## src/design/slipdec_pkg.sv

```systemverilog
// ----------------------------------------------------------------------------
// slipdec_pkg
// Shared SLIP codes, controller states and the command/status bundles that
// join the controller to the datapath.
// ----------------------------------------------------------------------------
package slipdec_pkg;

  localparam logic [7:0] SLIP_END     = 8'o300;
  localparam logic [7:0] SLIP_ESC     = 8'o333;
  localparam logic [7:0] SLIP_ESC_END = 8'o334;
  localparam logic [7:0] SLIP_ESC_ESC = 8'o335;

  typedef enum logic [1:0] {
    ST_RECV,
    ST_READ,
    ST_SHOW
  } slipdec_state_t;

  typedef struct packed {
    logic take;    // receive byte accepted this cycle
    logic read;    // fetch packet byte at the drain index
    logic step;    // current byte delivered, more to come
    logic finish;  // final byte delivered, release the buffer
  } slipdec_cmd_t;

  typedef struct packed {
    logic close_pkt;  // byte on the input is an unescaped END with data buffered
    logic last;       // drain index points at the final buffered byte
  } slipdec_status_t;

endpackage

```

## src/design/slipdec_ctrl.sv

```systemverilog
// ----------------------------------------------------------------------------
// slipdec_ctrl
// Controller: receive bytes, then drain a closed packet one byte at a time.
// ----------------------------------------------------------------------------
module slipdec_ctrl (
  input  logic                     clk,
  input  logic                     rst,
  input  logic                     rx_valid,
  output logic                     rx_ready,
  output logic                     packet_valid,
  input  logic                     packet_ready,
  input  slipdec_pkg::slipdec_status_t status,
  output slipdec_pkg::slipdec_cmd_t    cmd
);
  import slipdec_pkg::*;

  slipdec_state_t state, state_next;

  always_ff @(posedge clk) begin
    if (rst) begin
      state <= ST_RECV;
    end else begin
      state <= state_next;
    end
  end

  always_comb begin
    state_next = state;
    unique case (state)
      ST_RECV: begin
        if (rx_valid && status.close_pkt) begin
          state_next = ST_READ;
        end
      end
      ST_READ: begin
        state_next = ST_SHOW;
      end
      ST_SHOW: begin
        if (packet_ready) begin
          state_next = status.last ? ST_RECV : ST_READ;
        end
      end
      default: begin
        state_next = ST_RECV;
      end
    endcase
  end

  always_comb begin
    rx_ready     = (state == ST_RECV);
    packet_valid = (state == ST_SHOW);
    cmd.take     = (state == ST_RECV) && rx_valid;
    cmd.read     = (state == ST_READ);
    cmd.step     = (state == ST_SHOW) && packet_ready && !status.last;
    cmd.finish   = (state == ST_SHOW) && packet_ready && status.last;
  end

endmodule

```

## src/design/slipdec_dpath.sv

```systemverilog
// ----------------------------------------------------------------------------
// slipdec_dpath
// Datapath: escape decoding, packet buffer, fill count and drain index.
// ----------------------------------------------------------------------------
module slipdec_dpath #(
  parameter int MAX_PACKET = 64
) (
  input  logic                     clk,
  input  logic                     rst,
  input  logic [7:0]               rx_byte,
  input  slipdec_pkg::slipdec_cmd_t    cmd,
  output slipdec_pkg::slipdec_status_t status,
  output logic [7:0]               packet_byte,
  output logic                     is_last,
  output logic                     truncated
);
  import slipdec_pkg::*;

  localparam int IDX_W = $clog2(MAX_PACKET);
  localparam int CNT_W = $clog2(MAX_PACKET + 1);

  logic [7:0]       mem [MAX_PACKET];
  logic [7:0]       rd_data;
  logic             escape_pending, escape_pending_next;
  logic             overflow_seen, overflow_seen_next;
  logic [CNT_W-1:0] fill_count, fill_count_next;
  logic [IDX_W-1:0] rd_idx, rd_idx_next;
  logic [7:0]       dec_byte;
  logic             store, is_close, wr_en, full;

  assign full = (fill_count == CNT_W'(MAX_PACKET));

  // Classify the incoming byte.
  always_comb begin
    dec_byte = rx_byte;
    store    = 1'b0;
    is_close = 1'b0;
    escape_pending_next = escape_pending;
    if (escape_pending) begin
      if (rx_byte == SLIP_ESC_END) begin
        dec_byte = SLIP_END;
      end else if (rx_byte == SLIP_ESC_ESC) begin
        dec_byte = SLIP_ESC;
      end
      store = 1'b1;
      escape_pending_next = 1'b0;
    end else if (rx_byte == SLIP_END) begin
      is_close = 1'b1;
    end else if (rx_byte == SLIP_ESC) begin
      escape_pending_next = 1'b1;
    end else begin
      store = 1'b1;
    end
  end

  assign wr_en            = cmd.take && store && !full;
  assign status.close_pkt = is_close && (fill_count != '0);
  assign status.last      = ((CNT_W'(rd_idx) + CNT_W'(1)) == fill_count);

  always_comb begin
    fill_count_next    = fill_count;
    overflow_seen_next = overflow_seen;
    rd_idx_next        = rd_idx;
    if (cmd.take) begin
      if (wr_en) begin
        fill_count_next = fill_count + CNT_W'(1);
      end else if (store) begin
        overflow_seen_next = 1'b1;
      end
      // Drop empty packets, but forget any overflow.
      if (is_close && fill_count == '0) begin
        overflow_seen_next = 1'b0;
      end
      if (is_close) begin
        rd_idx_next = '0;
      end
    end
    if (cmd.step) begin
      rd_idx_next = rd_idx + IDX_W'(1);
    end
    if (cmd.finish) begin
      fill_count_next    = '0;
      overflow_seen_next = 1'b0;
      rd_idx_next        = '0;
    end
  end

  always_ff @(posedge clk) begin
    if (rst) begin
      escape_pending <= 1'b0;
      overflow_seen  <= 1'b0;
      fill_count     <= '0;
      rd_idx         <= '0;
    end else begin
      if (cmd.take) begin
        escape_pending <= escape_pending_next;
      end
      overflow_seen <= overflow_seen_next;
      fill_count    <= fill_count_next;
      rd_idx        <= rd_idx_next;
    end
  end

  always_ff @(posedge clk) begin
    if (wr_en) begin
      mem[fill_count[IDX_W-1:0]] <= dec_byte;
    end
  end

  always_ff @(posedge clk) begin
    if (cmd.read) begin
      rd_data <= mem[rd_idx];
    end
  end

  assign packet_byte = rd_data;
  assign is_last     = status.last;
  assign truncated   = overflow_seen;

endmodule

```

## src/design/slip_frame_decoder_unit.sv

```systemverilog
// ----------------------------------------------------------------------------
// slip_frame_decoder_unit
// SLIP receive decoder: unstuffs serial-line bytes into buffered packets.
// ----------------------------------------------------------------------------
// Bytes arrive one item per cycle on rx_*, and the block takes one every
// cycle while it is receiving. ESC followed by ESC_END or ESC_ESC yields END
// or ESC; ESC followed by any other byte stores that byte as is. An
// unescaped END closes the packet: an empty packet is dropped, otherwise the
// buffered bytes are sent on packet_* in order, is_last marking the final
// one and truncated set on every byte when more than MAX_PACKET bytes came
// in (the extra ones are dropped). While a packet drains, rx_ready is low.
// Each output byte is read from the packet buffer in the read state and
// then presented from the registered data in the show state, so reception
// stays held off until the whole packet has drained, stalls on packet_ready included.
// ----------------------------------------------------------------------------
module slip_frame_decoder_unit #(
  parameter int MAX_PACKET = 64
) (
  input  logic       clk,
  input  logic       rst,
  input  logic       rx_valid,
  output logic       rx_ready,
  input  logic [7:0] rx_byte,
  output logic       packet_valid,
  input  logic       packet_ready,
  output logic [7:0] packet_byte,
  output logic       is_last,
  output logic       truncated
);
  import slipdec_pkg::*;

  slipdec_cmd_t    cmd;
  slipdec_status_t status;

  // Sequence receive and drain phases.
  slipdec_ctrl u_ctrl (
    .clk          (clk),
    .rst          (rst),
    .rx_valid     (rx_valid),
    .rx_ready     (rx_ready),
    .packet_valid (packet_valid),
    .packet_ready (packet_ready),
    .status       (status),
    .cmd          (cmd)
  );

  // Decode escapes, hold the packet buffer and walk it on drain.
  slipdec_dpath #(
    .MAX_PACKET (MAX_PACKET)
  ) u_dpath (
    .clk         (clk),
    .rst         (rst),
    .rx_byte     (rx_byte),
    .cmd         (cmd),
    .status      (status),
    .packet_byte (packet_byte),
    .is_last     (is_last),
    .truncated   (truncated)
  );

endmodule

```

## config.mk

```make
export PLATFORM = sky130hd
export DESIGN_NAME = slip_frame_decoder_unit
export DESIGN_NICKNAME = d
export VERILOG_FILES = /design/src/design/slipdec_pkg.sv /design/src/design/slipdec_ctrl.sv /design/src/design/slipdec_dpath.sv /design/src/design/slip_frame_decoder_unit.sv
export SDC_FILE = /design/constraint.sdc
export NUM_CORES = 1
export LEC_CHECK = 0
export BUFFER_PORTS_ARGS = -buffer_cell sky130_fd_sc_hd__buf_4
export CORE_UTILIZATION = 45
export CTS_CLUSTER_SIZE = 20
export DETAILED_ROUTE_END_ITERATION = 8
export SLEW_MARGIN = 10
export SYNTH_ARGS = -nofsm -noshare
export SYNTH_HDL_FRONTEND = slang
export SYNTH_SLANG_ARGS = --single-unit
```

## constraint.sdc

```tcl
create_clock -name clk -period 3.4 [get_ports clk]
set_input_delay 0.51 -clock clk [delete_from_list [all_inputs] [get_ports clk]]
set_output_delay 0.51 -clock clk [all_outputs]
set_load 0.05 [all_outputs]
```

==> results by group, run 1 <==
GRT
  – GR Overflow Total: 0
  – Number of global-route vias before repair: 10.2k
  – Largest net degree at the start of global routing: 65
  – First-pass GRT wire length: 69200 um
  – Initial antenna violation count: 1
  – Total track usage: 20.5%

Clock network
  – CTS buffer count: 52
  – Max H-tree Level: 2
  – CTS resizes: 0
  – CTS tree: yes
  – CTS Sinks: 537
  – CTS clk-pin slew, worst paths: 0.06 ns
  – CTS Root Cell: clkbuf_16
  – Setup bufs post-CTS: 0
  – CTS Buffer Depth: 3
  – Clock Latency Late Sink: 0.59 ns
  – Post-CTS Hold Buffers: 0

Placement
  – Placer Congestion: 0.826
  – DP Worst Slack: 0.321 ns
  – PortBufs: 23
  – Placed insts: 1663
  – Dpl hpwl: 29100 um

Cells and area
  – Area Overhead vs Synth: 14.7%
  – Final cell count without fillers: 1755
  – Share of layout cells above drive strength 1: 31.7%
  – FILL cells: 3633
  – N_diodes: 0
  – Nets: 1125

Setup path
  – Cells on worst reg2reg path: 6
  – CP Max Fanout: 49
  – Critical path startpoint category: flip-flop
  – Crit path launch: u_dpath.rd_idx[2]$_SDFFE_PP0P_
  – Worst-path cell chain: buf_12, nand3_1, or3_1, a211oi_1, o21ai_1, inv_1, buf_4
  – Slowest-stage cell, CP: dfxtp_4
  – Worst path arrival time: 2.66 ns
  – Worst EP required: 2.89 ns
  – R2R Path Start: u_dpath.rd_idx[0]$_SDFFE_PP0P_
  – Worst Setup Path Type: flip-flop to output port
  – CP max stage delay: 0.38 ns
  – Crit. End Element: output port

Pwr
  – P_leak: 7.48 nW
  – Worst VDD drop: 0.000412 V
  – Power per cell area: 536 nW/um^2

Timing
  – Relative slew slack: 45.4%
  – Final hold vios: 0
  – Final worst-path cycle share: 93.3%
  – Clock skew: 0.0209 ns
  – Setup TNS: 0 ns
  – Fin crit period: 3.17 ns
  – Final Max Slew Viols: 0
  – Final setup fails: 0
  – RSZ-0062 raised after global routing: no
  – Max Fclk: 0.315 GHz
  – Worst Setup Slack, final: 0.227 ns
  – Actual slew at the worst max-slew pin: 0.819 ns

Route
  – DR iter-0 viols: 885
  – Via-per-instance ratio: 5.77
  – First-pass iteration count of the detailed router: 4
  – Detail Route Antenna Nets: 0
  – Routed wire length: 47400 um
  – DRC viols: 0
  – Via count: 10.1k
  – Drt wl/cell: 27.0 um

Logic synthesis
  – Syn Inst Count: 986
  – Avg Cell Area, Syn: 21.4 sq um
  – Cell Area, Synth: 21100 sq um
  – Post-synth cell types: 47
  – Ys Warns: 0
  – Post-Synthesis Net Count: 1001
  – Register area share after synthesis: 75.5%
  – Yosys reg bits: 537

Floorplanning
  – Top Ports: 24
  – Cell row count: 79
  – Core ar.: 46500 sq um
  – Initial core utilization: 45.5%
  – DIE WIDTH: 219 um
  – DIE AREA: 47800 sq um
  – Die H: 219 um

Job
  – Max-cap check violation count: 0

Hold path
  – Hold path cells: 2
  – Hold Path Origin: rst
  – Worst hold path type: input pin to flip-flop

Run status
  – Status: finished, final reports clean
[power breakdown]
group | switching [mW] | internal, mW | total, mW | leakage, nW
Combinational | 0.203 | 0.0706 | 0.273 | 1.89
Clock | 2.37 | 3.06 | 5.43 | 0.775
Sequential | 0.00852 | 7.27 | 7.28 | 4.82
Total | 2.58 | 10.4 | 13.0 | 7.48
[cells in the final DEF (no fill, tap or decap), types with 5 or more instances in the layout]
cell / netlist / layout
dfxtp_1: 17 / 13
nor2_1: 78 / 78
nor3b_1: 6 / 6
xor2_1: 5 / 5
edfxtp_1: 520 / 520
nand2_1: 22 / 22
inv_1: 7 / 7
buf_4: 5 / 115
nand3_1: 16 / 16
nor3_1: 6 / 6
mux4_2: 160 / 160
buf_12: 0 / 8
nor2b_1: 5 / 5
clkinv_1: 1 / 15
xnor2_1: 6 / 6
clkinv_2: 0 / 11
a21oi_1: 5 / 5
o21ai_0: 12 / 12
a22oi_1: 18 / 18
clkbuf_1: 25 / 8
clkbuf_16: 0 / 53
[sequential cells by signal, indices dropped and copies added (netlist names)]
| name | count |
|---|---|
| u_dpath.rd_idx | 6 |
| u_dpath.truncated | 1 |
| u_ctrl.state | 2 |
| u_dpath.packet_byte | 8 |
| u_dpath.mem | 512 |
| u_dpath.escape_pending | 1 |
| u_dpath.fill_count | 7 |
[Yosys cell counts, drive strengths merged]
cell type	number	share of area, %
mux4	160	17
o22ai	1	0.030
nor4	2	0.059
and4	1	0.041
o21bai	1	0.053
clkinv	1	0.018
inv	7	0.12
a21oi	5	0.12
ha	3	0.18
and3b	2	0.083
buf	28	0.81
or3	3	0.089
edfxtp	520	74
nor4bb	1	0.047
nor3	7	0.22
o21ai	14	0.33
o211ai	2	0.071
nor2	78	1.4
nand2	22	0.39
a41oi	1	0.041
and3	4	0.12
o21ba	1	0.047
or2	1	0.030
mux2i	2	0.095
a41o	1	0.047
a22oi	18	0.64
or3b	1	0.041
nor2b	5	0.15
o21a	2	0.071
o2111a	1	0.053
xor2	5	0.21
and2	3	0.089
nand4	4	0.12
nand4b	3	0.12
a211oi	1	0.036
xnor2	6	0.25
a31oi	1	0.030
nand3	16	0.38
nor3b	6	0.21
nand3b	4	0.14
clkbuf	25	0.44
dfxtp	17	1.6
[path summary, 6_finish.rpt]
kind / to / slack, ns
min: u_dpath.rd_idx[5]$_SDFFE_PP0P_ / 0.20
max: is_last / 0.23
min reg2reg: u_dpath.rd_idx[4]$_SDFFE_PP0P_ / 0.49
max reg2reg: u_dpath.packet_byte[4]$_DFFE_PN_ / 0.30
[final cells by class]
class | instances | area (sq um) | area share [%]
clock buffer | 61 | 1360 | 5.60
clock inverter | 31 | 221 | 0.914
inverter | 8 | 30.0 | 0.124
multi-input combinational | 388 | 4880 | 20.1
sequential | 537 | 16000 | 65.9
tap | 607 | 759 | 3.13
timing repair buffer | 123 | 1020 | 4.22
[per-stage QoR]
step	power [mW]	hold WS (ns)	util (%)	cell area [sq um]
after global routing	13.4	0.203	52.2	24200
after global placement	7.69	0.483	48.8	22700
after CTS	13.1	0.167	52.2	24200
final	13.0	0.205	52.2	24200
after floorplan	7.56	0.475	-	21100
after detailed placement	7.70	0.484	48.8	22700
[logic make-up (layout without fill, tap and decap cells)]
kind of cell / count (synthesis) / count (layout) / share of synthesized area, %
AO/OA/AOI/OAI: 49 / 49 / 1.57
XOR/XNOR: 11 / 11 / 0.456
adder cells (fa/ha/maj): 3 / 3 / 0.178
buffers and inverters: 61 / 223 / 1.40
flip-flops: 537 / 537 / 75.5
multiplexers: 162 / 162 / 17.2
AND/OR/NAND/NOR: 163 / 163 / 3.72
[worst max-delay path: cells and delay by family (launching register included)]
kind	cells	cell delay, ns
compound gates	2	0.57
buf+inv	3	0.55
flops	1	0.38
simple gates	2	0.56
[routing by layer]
metal / vias to the layer above / GRT usage (%) / share of wire, %
met1: 5350 / 29.8 / 44
met2: 330 / 31.6 / 47
li1: 4364 / - / -
met4: 2 / 7.55 / 3.0
met5: - / 0 / 0.027
met3: 81 / 3.19 / 5.7
Note: power is estimated with default switching activity, not from simulation.
==> run 2, diff against run 1 <==
--- a/config.mk
+++ b/config.mk
@@ -9,6 +9,7 @@
 export CORE_UTILIZATION = 45
 export CTS_CLUSTER_SIZE = 20
 export DETAILED_ROUTE_END_ITERATION = 8
+export MAX_ROUTING_LAYER = met4
 export SLEW_MARGIN = 10
 export SYNTH_ARGS = -nofsm -noshare
 export SYNTH_HDL_FRONTEND = slang
==> run 2 against run 1 <==
  * Sequential share of layout area is essentially flat
  * Count of clock-buffer cells in the layout is the same
  * Via count shrank 0.27%
  * Critical path depth is the same
  * Clock power is essentially flat
  * Final area is essentially flat
  * Critical path type unchanged
  * Largest power group unchanged
  * Highest routed layer is now met4
==> results by group, run 2 (same netlist as run 1, synthesis figures left out) <==
Setup path
  – Worst EP required: 2.89 ns
  – R2r setup slk: 0.27 ns
  – Cells on worst reg2reg path: 6
  – Crit. End Element: output port
  – CP Max Fanout: 49
  – Worst Setup Path Type: flip-flop to output port
  – Critical path startpoint category: flip-flop
  – R2R Path Start: u_dpath.rd_idx[0]$_SDFFE_PP0P_
  – Worst R2R End: u_dpath.packet_byte[4]$_DFFE_PN_
  – Worst path arrival time: 2.68 ns

Placement
  – Dpl hpwl: 29100 um
  – Placer Congestion: 0.839
  – PortBufs: 23
  – Placed insts: 1663
  – DP Worst Slack: 0.321 ns

Clock network
  – CTS Sinks: 537
  – Setup bufs post-CTS: 0
  – CTS tree: yes
  – CTS Root Cell: clkbuf_16
  – CTS resizes: 0
  – Post-CTS Hold Buffers: 0
  – Clock Latency Late Sink: 0.59 ns
  – Max H-tree Level: 2
  – CTS clk-pin slew, worst paths: 0.06 ns
  – CTS Buffer Depth: 3
  – CTS buffer count: 52

Floorplanning
  – Cell row count: 79
  – Die H: 219 um
  – Top Ports: 24
  – Core ar.: 46500 sq um
  – DIE AREA: 47800 sq um
  – Initial core utilization: 45.5%
  – DIE WIDTH: 219 um

Pwr
  – Power per cell area: 536 nW/um^2
  – P_leak: 7.48 nW
  – Worst VDD drop: 0.000414 V

Timing
  – Actual slew at the worst max-slew pin: 0.827 ns
  – Final Max Slew Viols: 0
  – RSZ-0062 raised after global routing: no
  – Hold Slack: 0.202 ns
  – Setup TNS: 0 ns
  – Final hold vios: 0
  – Fin crit period: 3.19 ns
  – Relative slew slack: 44.8%
  – Final setup fails: 0
  – Max Fclk: 0.314 GHz
  – Worst Setup Slack, final: 0.211 ns
  – Final worst-path cycle share: 93.8%
  – Clock skew: 0.0203 ns

GRT
  – Largest net degree at the start of global routing: 65
  – First-pass GRT wire length: 69200 um
  – Number of global-route vias before repair: 10.1k
  – Total track usage: 21.1%
  – GR Overflow Total: 0
  – Initial antenna violation count: 1

Route
  – DR iter-0 viols: 872
  – Drt wl/cell: 26.9 um
  – First-pass iteration count of the detailed router: 5
  – Via-per-instance ratio: 5.75
  – DRC viols: 0
  – Via count: 10.1k
  – Routed wire length: 47200 um
  – Detail Route Antenna Nets: 0

Hold path
  – Worst hold path type: input pin to flip-flop
  – Hold Path Origin: rst
  – Hold path cells: 2
  – Hold EP: u_dpath.rd_idx[5]$_SDFFE_PP0P_

Cells and area
  – Nets: 1125
  – Commonest non-fill, non-tap cell in the layout: edfxtp_1
  – FILL cells: 3632
  – Most frequent cells in the layout: edfxtp_1 (520), mux4_2 (160), buf_4 (115)
  – Utilization after layout: 52.2%
  – Register area: 16000 sq um
  – Area Overhead vs Synth: 14.7%
  – Multi-input gate area: 4880 sq um
  – Final cell count without fillers: 1756
  – Share of layout cells above drive strength 1: 31.7%
  – Max reg flops: 512

Job
  – Max-cap check violation count: 0

Run status
  – Status: finished, final reports clean
[run 2: cell count changes in the layout (fill, tap and decap cells not counted)]
cell,delta
diode_2,+1
[run 2: power by group]
group / internal, mW / switching, mW
clock: 3.06 / 2.37
sequential: 7.27 / 0.00842
combinational: 0.0706 / 0.202
total: 10.4 / 2.58
[run 2: stage by stage]
step | area, sq um | total power [mW]
after CTS | 24200 | 13.1
after detailed placement | 22700 | 7.70
after global routing | 24200 | 13.4
after global placement | 22700 | 7.69
final | 24200 | 13.0
after floorplan | 21100 | 7.56
[run 2: area by class of cell]
| cell class | count | area share, % |
|---|---|---|
| multi-input cells | 388 | 20.1 |
| flip-flops and latches | 537 | 65.9 |
| repair buffers | 123 | 4.22 |
| inverters | 8 | 0.124 |
| clock inverters | 31 | 0.914 |
| diodes | 1 | 0.0103 |
| well taps | 607 | 3.13 |
| clock buffers | 61 | 5.60 |
[run 2: critical path, cell delays in order (launching register included)]
cell,delay [ns]
dfxtp_4,0.38
buf_12,0.27
nand3_1,0.20
or3_1,0.38
a211oi_1,0.34
o21ai_1,0.23
inv_1,0.09
buf_4,0.19
[run 2: worst max-delay path by stage]
stage	cells past startpoint	slack, ns	start	end
6_report	7	0.21	u_dpath.rd_idx[2]$_SDFFE_PP0P_	is_last
5_1_grt	7	0.09	u_dpath.rd_idx[2]$_SDFFE_PP0P_	is_last
4_1_cts	7	0.18	u_dpath.rd_idx[2]$_SDFFE_PP0P_	is_last
3_5_place_dp	6	0.32	u_dpath.rd_idx[0]$_SDFFE_PP0P_	u_dpath.packet_byte[4]$_DFFE_PN_
3_3_place_gp	6	0.36	u_dpath.rd_idx[0]$_SDFFE_PP0P_	u_dpath.packet_byte[4]$_DFFE_PN_
2_1_floorplan	6	0.85	rx_valid	u_dpath.mem[62][1]$_DFFE_PP_
[run 2: routing by layer]
| metal | global-route usage, % | up-vias | part of all wire, % |
|---|---|---|---|
| met1 | 30.0 | 5364 | 44 |
| met5 | - | - | 0 |
| met3 | 3.19 | 72 | 5.7 |
| met4 | 7.55 | 0 | 2.9 |
| li1 | - | 4367 | - |
| met2 | 31.3 | 297 | 47 |
